`src/rtl/dcb_pkg.sv`:
```
`default_nettype none
// ----------------------------------------------------------------------------
// dcb_pkg
// Shared types and constants for the disk command block processor.
// ----------------------------------------------------------------------------
package dcb_pkg;

  localparam int DRIVE_COUNT_DEF = 4;

  localparam logic [5:0] ACT_GLOBAL   = 6'd2;
  localparam logic [5:0] ACT_SPECIFY  = 6'd3;
  localparam logic [5:0] ACT_HOME     = 6'd5;
  localparam logic [5:0] ACT_SEEK     = 6'd6;
  localparam logic [5:0] ACT_RDHDR    = 6'd7;
  localparam logic [5:0] ACT_RDWR     = 6'd8;
  localparam logic [5:0] ACT_FORMAT   = 6'd10;

  localparam logic [1:0] ST_OK        = 2'd0;
  localparam logic [1:0] ST_NOT_READY = 2'd1;
  localparam logic [1:0] ST_SEEK_TMO  = 2'd2;

  localparam logic [2:0] XK_NONE   = 3'd0;
  localparam logic [2:0] XK_READ   = 3'd1;
  localparam logic [2:0] XK_WRITE  = 3'd2;
  localparam logic [2:0] XK_FILL   = 3'd3;
  localparam logic [2:0] XK_HEADER = 3'd4;

  localparam logic [7:0]  MODE_ABS      = 8'hFF;
  localparam logic [23:0] LINK_RESET    = 24'h000050;

  // Per-drive geometry record, one memory word
  typedef struct packed {
    logic [15:0] sbytes;
    logic [15:0] spt;
    logic [15:0] heads;
    logic [15:0] tracks;
    logic [15:0] reserved;
    logic [15:0] pos;
  } geom_t;

  localparam geom_t GEOM_RESET = '{sbytes: 16'd1024, spt: 16'd9, heads: 16'd4,
                                   tracks: 16'd512, reserved: 16'd0, pos: 16'd5};

  typedef struct packed {
    logic [5:0]  action;
    logic        irq;
    logic [1:0]  drive;
    logic [7:0]  argb;
    logic [15:0] wa;
    logic [15:0] wb;
    logic [15:0] wc;
    logic [15:0] wd;
    logic [15:0] we;
    logic [23:0] daddr;
  } cmd_t;

  typedef struct packed {
    logic [1:0]  status;
    logic [23:0] blk;
    logic        irq;
    logic [2:0]  kind;
    logic [31:0] off;
    logic [31:0] cnt;
    logic [23:0] maddr;
    logic [7:0]  fill;
    logic [15:0] htrk;
    logic [15:0] nsec;
    logic [15:0] ntrk;
    logic [23:0] ndata;
  } res_t;

endpackage
`default_nettype wire

```
`src/rtl/dcb_geom_mem.sv`:
```
`default_nettype none
// ----------------------------------------------------------------------------
// dcb_geom_mem
// Per-drive geometry memory, registered read, valid bit per entry.
// ----------------------------------------------------------------------------
module dcb_geom_mem #(
  parameter int DRIVE_COUNT = dcb_pkg::DRIVE_COUNT_DEF
) (
  input  wire logic clk,
  input  wire logic rst,
  input  wire logic [1:0] raddr,
  output dcb_pkg::geom_t rdata,
  input  wire logic we,
  input  wire logic [1:0] waddr,
  input  dcb_pkg::geom_t wdata
);
  import dcb_pkg::*;

  geom_t mem [DRIVE_COUNT];
  logic [DRIVE_COUNT-1:0] vld;
  geom_t rd;
  logic  rd_vld;

  always_ff @(posedge clk) begin
    if (we && 32'(waddr) < DRIVE_COUNT) mem[waddr] <= wdata;
    if (32'(raddr) < DRIVE_COUNT) begin
      rd     <= mem[raddr];
      rd_vld <= vld[raddr];
    end else begin
      rd     <= GEOM_RESET;
      rd_vld <= 1'b0;
    end
  end

  always_ff @(posedge clk) begin
    if (rst) begin
      vld <= '0;
    end else if (we && 32'(waddr) < DRIVE_COUNT) begin
      vld[waddr] <= 1'b1;
    end
  end

  assign rdata = rd_vld ? rd : GEOM_RESET;
endmodule
`default_nettype wire

```
`config.mk`:
```
export PLATFORM = sky130hd
export DESIGN_NAME = dcb_geom_mem
export DESIGN_NICKNAME = d
export VERILOG_FILES = /design/src/rtl/dcb_pkg.sv /design/src/rtl/dcb_geom_mem.sv
export SDC_FILE = /design/constraint.sdc
export NUM_CORES = 1
export LEC_CHECK = 0
export BUFFER_PORTS_ARGS = -buffer_cell sky130_fd_sc_hd__clkbuf_2
export CAP_MARGIN = 20
export CORE_ASPECT_RATIO = 0.75
export CORE_MARGIN = 2
export CORE_UTILIZATION = 50
export DETAILED_ROUTE_END_ITERATION = 6
export PLACE_DENSITY = 0.7
export SYNTH_ARGS = -nofsm -noshare
export SYNTH_HDL_FRONTEND = slang
export SYNTH_SLANG_ARGS = --single-unit
export TNS_END_PERCENT = 5
```
`constraint.sdc`:
```
create_clock -name clk -period 20.8 [get_ports clk]
set_input_delay 4.16 -clock clk [delete_from_list [all_inputs] [get_ports clk]]
set_output_delay 4.16 -clock clk [all_outputs]
set_load 0.05 [all_outputs]
```
==> results.py, run 1 <==
metrics = {
    "synthesis": {
        "synth-simple-area-share": 0.0382,
        "netlist_area_um2": 16600,
        "synth-seq-cells": 485,
        "synth_top_family_by_area": "multiplexers",
        "synth_seq_area_share": 0.817,
        "synth_adder_area_share": 0,
        "yosysWarnings": 0,
        "synth-compound-area-share": 0.00188,
        "synth_xor_area_frac": 0,
        "synthMuxAreaShare": 0.132,
        "synth_cell_type_count": 18,
        "netlist_instances": 721,
        "synth_nets": 824,
        "avgSynthCellArea_um2": 23.0,
    },
    "clock_network": {
        "numCtsBuffers": 45,
        "cts_root_buffer": "clkbuf_16",
        "cts_buffer_depth": 3,
        "cts_hold_buf": 0,
        "clk_pin_slew_ns": 0.06,
        "cts_max_level": 2,
        "cts_tree": "yes",
        "ctsResizeCount": 0,
        "post_cts_buffers": 0,
        "clock-sinks": 485,
        "insertion_delay_ns": 0.53,
    },
    "global_routing": {
        "grt_remaining_overflow": 0,
        "grt_pass1_wl_um": 46200,
        "track_usage": 0.177,
        "grt_pass1_vias": 7706,
        "antenna_found_initial": 5,
        "grt_max_degree": 97,
    },
    "pwr": {
        "p_leak_uw": 0.00684,
        "power_uw": 1990,
        "p_per_area_nw_per_um2": 103,
        "irDropWorstVdd_mv": 0.0709,
    },
    "finish": {
        "multi_input_area_um2": 2860,
        "area_growth_pct": 16.8,
        "n_fill_cell": 2392,
        "layout.nets": 1044,
        "seq_area_um2": 13600,
        "drive_gt1_frac": 0.374,
        "final_area_um2": 19400,
    },
    "die": {
        "core_area_um2": 32500,
        "row_count": 57,
        "io_pins": 199,
        "die_h_um": 162,
        "initial_core_util": 0.510,
        "dieArea_um2": 34700,
        "die_w_um": 214,
    },
    "timing": {
        "slew_headroom": 0.357,
        "drv_slew": 0,
        "finalSetupViolations": 0,
        "period_needed_ns": 6.33,
        "fin_skew_ns": 0.0114,
        "setup_tns_ns": 0,
        "rsz0062_at_grt": "false",
        "setup_slack_ns": 14.47,
        "worstMarginPinSlew_ns": 0.965,
        "hold_viol": 0,
        "hold-worst-slack_ns": 0.479,
        "finalCritPeriodShare": 0.304,
        "max_freq_mhz": 158,
    },
    "worst_setup_path": {
        "start_kind": "register",
        "cp-end-kind": "output pin",
        "required_ns": 16.64,
        "cp_max_fo": 96,
        "arrival_ns": 2.17,
        "crit_type": "reg2out",
    },
    "route": {
        "drc_errors": 0,
        "drt_iter0_drc": 621,
        "route.vias.total": 7345,
        "drt-total-wl_um": 30000,
        "firstDrtPassIters": 4,
        "ant_nets": 0,
        "vias_per_cell": 5.17,
        "post_drt_wl_per_cell_um": 21.1,
    },
    "hold_path": {
        "hold_class": "reg2reg",
    },
    "placed_design": {
        "post-dp-hpwl_um": 17500,
        "dpl_cell_area_um2": 18000,
        "io_buffer_count": 198,
        "dp_slack_ns": 14.38,
        "place_congestion": 0.734,
    },
    "outcome": {
        "status": "finished, final reports clean",
    },
    "job": {
        "cap_violations": 0,
    },
}
metrics by stage:
| step | utilization | cells |
|---|---|---|
| after floorplan | - | 721 |
| after global placement | 0.555 | 1336 |
| after detailed placement | 0.555 | 1336 |
| after CTS | 0.595 | 1416 |
| after global routing | 0.596 | 1417 |
| final | 0.596 | 1421 |
synth_stat cells:
cell type / number / area share
a21oi_1: 1 / 0.00030
a31oi_1: 1 / 0.00038
and2_1: 89 / 0.034
and3_1: 1 / 0.00038
and3b_1: 1 / 0.00053
buf_2: 11 / 0.0033
buf_6: 1 / 0.00068
buf_8: 4 / 0.0036
clkbuf_1: 16 / 0.0036
dfxtp_1: 101 / 0.12
edfxtp_1: 384 / 0.69
inv_1: 2 / 0.00045
mux4_2: 97 / 0.13
nand2b_1: 7 / 0.0026
nand3b_1: 1 / 0.00045
nor2_1: 1 / 0.00023
nor3b_1: 1 / 0.00045
o21ba_2: 2 / 0.0012
cell type report:
type | count | area share
antenna | 5 | 0.000646
clock buffer | 72 | 0.0654
clock inverter | 8 | 0.00323
inverter | 2 | 0.000517
multi-input combinational | 202 | 0.148
sequential | 485 | 0.700
tap | 442 | 0.0285
timing repair buffer | 205 | 0.0543
report_power, final:
group,switching [µW],internal [µW]
clock,319,428
combinational,76.3,45.8
sequential,17.7,1110
total,413,1580
cells in the final DEF, fill, tap and decap left out, types with 2 or more instances in the layout:
cell and instances:
clkbuf_16 45, dfxtp_1 100, mux4_2 97, o21ba_2 2, clkinv_1 2, diode_2 5, nand2b_1 7, clkbuf_2 196
edfxtp_1 384, buf_4 8, and2_1 89, clkbuf_1 23, clkinv_2 5, clkbuf_8 4
kinds of logic after synthesis:
kind of cell | after synthesis
flops | 485
simple gates | 101
mux | 97
buf+inv | 34
compound gates | 4
final timing paths:
check / from / endpoint / slack (ns) / cells after the start
min: vld[1]$_SDFFE_PP0P_ / vld[1]$_SDFFE_PP0P_ / 0.48 / 2
min reg2reg: vld[1]$_SDFFE_PP0P_ / vld[1]$_SDFFE_PP0P_ / 0.48 / 2
max reg2reg: mem[3][26]$_DFFE_PP_ / rd[26]$_DFF_P_ / 19.78 / 1
max: rd_vld$_DFF_P_ / rdata[33] / 14.47 / 2
registers in the layout, indices dropped and copies added (netlist names):
register  flops
rd           96
rd_vld        1
mem         384
vld           4
worst max-delay path: stages, from the launching register on:
cell      delay, ns
dfxtp_4        0.93
and2_1         0.34
clkbuf_2       0.31
layer usage:
layer  vias to the layer above  routed length, µm  global-route usage
met3                        38               2290              0.0511
met1                      3751              13500               0.255
met4                         4                463              0.0414
li1                       3317                  -                   -
met2                       235              13800               0.272
met5                         -                 27                   0
Note: power is estimated with default switching activity, not from simulation.
==> run 2: changes to the inputs <==
--- a/config.mk
+++ b/config.mk
@@ -5,13 +5,14 @@
 export SDC_FILE = /design/constraint.sdc
 export NUM_CORES = 1
 export LEC_CHECK = 0
+export ABC_AREA = 1
 export BUFFER_PORTS_ARGS = -buffer_cell sky130_fd_sc_hd__clkbuf_2
 export CAP_MARGIN = 20
 export CORE_ASPECT_RATIO = 0.75
 export CORE_MARGIN = 2
 export CORE_UTILIZATION = 50
 export DETAILED_ROUTE_END_ITERATION = 6
-export PLACE_DENSITY = 0.7
+export PLACE_DENSITY = 0.72
 export SYNTH_ARGS = -nofsm -noshare
 export SYNTH_HDL_FRONTEND = slang
 export SYNTH_SLANG_ARGS = --single-unit
==> constraint.sdc (replaced) <==
create_clock -name clk -period 5.4 [get_ports clk]
set_input_delay 1.08 -clock clk [delete_from_list [all_inputs] [get_ports clk]]
set_output_delay 1.08 -clock clk [all_outputs]
set_load 0.05 [all_outputs]
==> run 2 against run 1 <==
Net effect:
- sequential power grew to 3.9 times the previous value
- final cell count grew 81%
- combinational power grew to 5.8 times the previous value
- non-clock buffer count grew 7
- die area grew 14%
- first-iteration DRC count grew 13%
- cell area grew 13%
- register-to-register slack lost 15 ns
- synthesized cell count grew to 2.5 times the previous value
- critical path type unchanged
- largest cell class unchanged
==> results.py, run 2 <==
metrics = {
    "clock_network": {
        "numCtsBuffers": 46,
        "ctsResizeCount": 0,
        "post_cts_buffers": 0,
        "cts_hold_buf": 0,
        "cts_root_buffer": "clkbuf_16",
        "cts_buffer_depth": 3,
        "cts_max_level": 2,
        "clk_pin_slew_ns": 0.06,
        "clock-sinks": 485,
        "cts_tree": "yes",
        "insertion_delay_ns": 0.56,
    },
    "die": {
        "die_h_um": 173,
        "initial_core_util": 0.510,
        "row_count": 61,
        "dieArea_um2": 39700,
        "core_area_um2": 37300,
        "io_pins": 199,
        "die_w_um": 229,
    },
    "route": {
        "drc_errors": 0,
        "route.vias.total": 11954,
        "drt_iter0_drc": 701,
        "ant_nets": 0,
        "drt-total-wl_um": 38800,
        "vias_per_cell": 4.66,
        "post_drt_wl_per_cell_um": 15.1,
        "firstDrtPassIters": 5,
    },
    "synthesis": {
        "synthTopCellsByCount": "nand2_1, inv_1, edfxtp_1",
        "synth_top_area_frac": 0.606,
        "yosysTopAreaCell": "edfxtp_1",
        "synth_cell_type_count": 13,
        "synth_nets": 1939,
        "yosysMostFrequentCell": "nand2_1",
        "netlist_area_um2": 19000,
        "synthFlopType": "edfxtp_1",
        "avgSynthCellArea_um2": 10.4,
        "async_flop_share": 0,
        "synth_seq_area_share": 0.712,
        "synth.area.top_cells": "edfxtp_1, nand2_1, dfxtp_1, inv_1, nand3_1",
        "synth-seq-cells": 485,
        "yosysWarnings": 0,
        "netlist_instances": 1836,
        "synth_enable_flop_cells": 384,
    },
    "pwr": {
        "pwr-share-seq": 0.523,
        "p_sw_frac": 0.233,
        "clkPwrFrac": 0.391,
        "power_uw": 8270,
        "irDropWorstVdd_mv": 0.275,
        "p_leak_uw": 0.0108,
        "p_sw_uw": 1930,
        "combPwrFrac": 0.085,
        "power.internal_uw": 6340,
        "p_per_area_nw_per_um2": 378,
    },
    "timing": {
        "period_needed_ns": 3.57,
        "setup_tns_ns": 0,
        "rsz0062_at_grt": "false",
        "drv_slew": 0,
        "finalSetupViolations": 0,
        "fin_skew_ns": 0.0182,
        "max_freq_mhz": 280,
        "setup_slack_ns": 1.83,
        "hold_viol": 0,
        "slew_headroom": 0.306,
        "finalCritPeriodShare": 0.660,
        "worstMarginPinSlew_ns": 1.04,
    },
    "worst_setup_path": {
        "reg2reg_to": "rd[34]$_DFF_P_",
        "reg2reg_setup_slack_ns": 4.60,
        "arrival_ns": 2.49,
        "start_kind": "register",
        "r2r-start": "mem[1][34]$_DFFE_PP_",
        "startpoint": "rd_vld$_DFF_P_",
        "crit_type": "reg2out",
        "cp-end-kind": "output pin",
        "required_ns": 4.32,
        "cp_max_fo": 69,
        "worst_r2r_path_depth": 4,
    },
    "finish": {
        "largest-register": "mem",
        "stdcell_count": 2565,
        "layout_commonest_cell": "nand2_1",
        "final_cell_mix": "nand2_1, inv_1, edfxtp_1",
        "n_fill_cell": 3041,
        "reg_top3": "mem x384, rd x96, vld x4",
        "drive_gt1_frac": 0.140,
        "layout.nets": 2124,
        "area_growth_pct": 14.9,
        "largest_register_ffs": 384,
    },
    "global_routing": {
        "grt_pass1_vias": 11731,
        "grt_max_degree": 109,
        "grt_pass1_wl_um": 61200,
        "grt_remaining_overflow": 0,
        "antenna_found_initial": 6,
        "track_usage": 0.197,
    },
    "placed_design": {
        "dp_slack_ns": 2.23,
        "place_congestion": 0.734,
        "post-dp-hpwl_um": 21900,
        "place_inst": 2477,
        "io_buffer_count": 198,
    },
    "hold_path": {
        "whs_endpoint": "vld[0]$_SDFFE_PP0P_",
        "worstHoldPathCells": 2,
        "hold_class": "reg2reg",
        "hold_start": "vld[0]$_SDFFE_PP0P_",
    },
    "outcome": {
        "status": "finished, final reports clean",
    },
    "job": {
        "cap_violations": 0,
    },
}
[run 2: changes by cell type after synthesis, moves of 23 or more]
| cell | delta |
|---|---|
| and2_1 | -89 |
| buf_2 | +23 |
| buf_4 | +25 |
| inv_1 | +488 |
| mux4_2 | -97 |
| nand2_1 | +582 |
| nand3_1 | +197 |
[run 2: worst max path at each step]
stage,end,slack (ns),cells after the start
after global routing,rdata[53],1.68,4
final,rdata[53],1.83,4
after CTS,rdata[53],1.81,4
after floorplan,mem[0][0]$_DFFE_PP_,1.85,3
after global placement,rd[93]$_DFF_P_,2.30,5
after detailed placement,rd[76]$_DFF_P_,2.23,5
[run 2: worst max-delay path, stage by stage, from the launching register on]
cell      delay [ns]
dfxtp_4         0.88
buf_4           0.45
nand2_1         0.15
inv_1           0.08
clkbuf_2        0.27
[run 2: layout make-up]
type | instances | area (µm²) | share of cell area
Multi-Input combinational cell | 784 | 3190 | 0.146
Tap cell | 504 | 631 | 0.0288
Sequential cell | 485 | 13600 | 0.619
Antenna cell | 3 | 7.51 | 0.000343
Inverter | 492 | 1860 | 0.0852
Clock inverter | 16 | 191 | 0.00875
Clock buffer | 69 | 1340 | 0.0612
Timing Repair Buffer | 212 | 1100 | 0.0505
[run 2: layer usage]
| layer | share of wire | up-vias | GRT usage |
|---|---|---|---|
| li1 | - | 5967 | - |
| met5 | 0.0010 | - | 0 |
| met2 | 0.49 | 285 | 0.332 |
| met1 | 0.43 | 5628 | 0.255 |
| met3 | 0.062 | 68 | 0.0434 |
| met4 | 0.022 | 6 | 0.0598 |
[run 2: kinds of logic after synthesis]
kind of cell,after synthesis,synth area share
compound gates,4,0.00105
buf+inv,567,0.121
flops,485,0.712
simple gates,780,0.167
[run 2: power by group through the flow]
| stage | registers (µW) | logic (µW) | clock network, µW |
|---|---|---|---|
| after floorplan | 4380 | 518 | 0 |
| after global placement | 4400 | 693 | 0 |
| after detailed placement | 4410 | 711 | 0 |
| after CTS | 4330 | 715 | 3310 |
| after global routing | 4350 | 783 | 3460 |
| final | 4330 | 706 | 3230 |
[run 2: stage by stage]
| stage | cell area (µm²) | hold slack [ns] | utilization |
|---|---|---|---|
| 3_5_place_dp | 20400 | 0.448 | 0.545 |
| 6_report | 21900 | 0.461 | 0.586 |
| 4_1_cts | 21900 | 0.458 | 0.586 |
| 3_3_place_gp | 20400 | 0.450 | 0.545 |
| 2_1_floorplan | 19000 | 0.429 | - |
| 5_1_grt | 21900 | 0.487 | 0.586 |
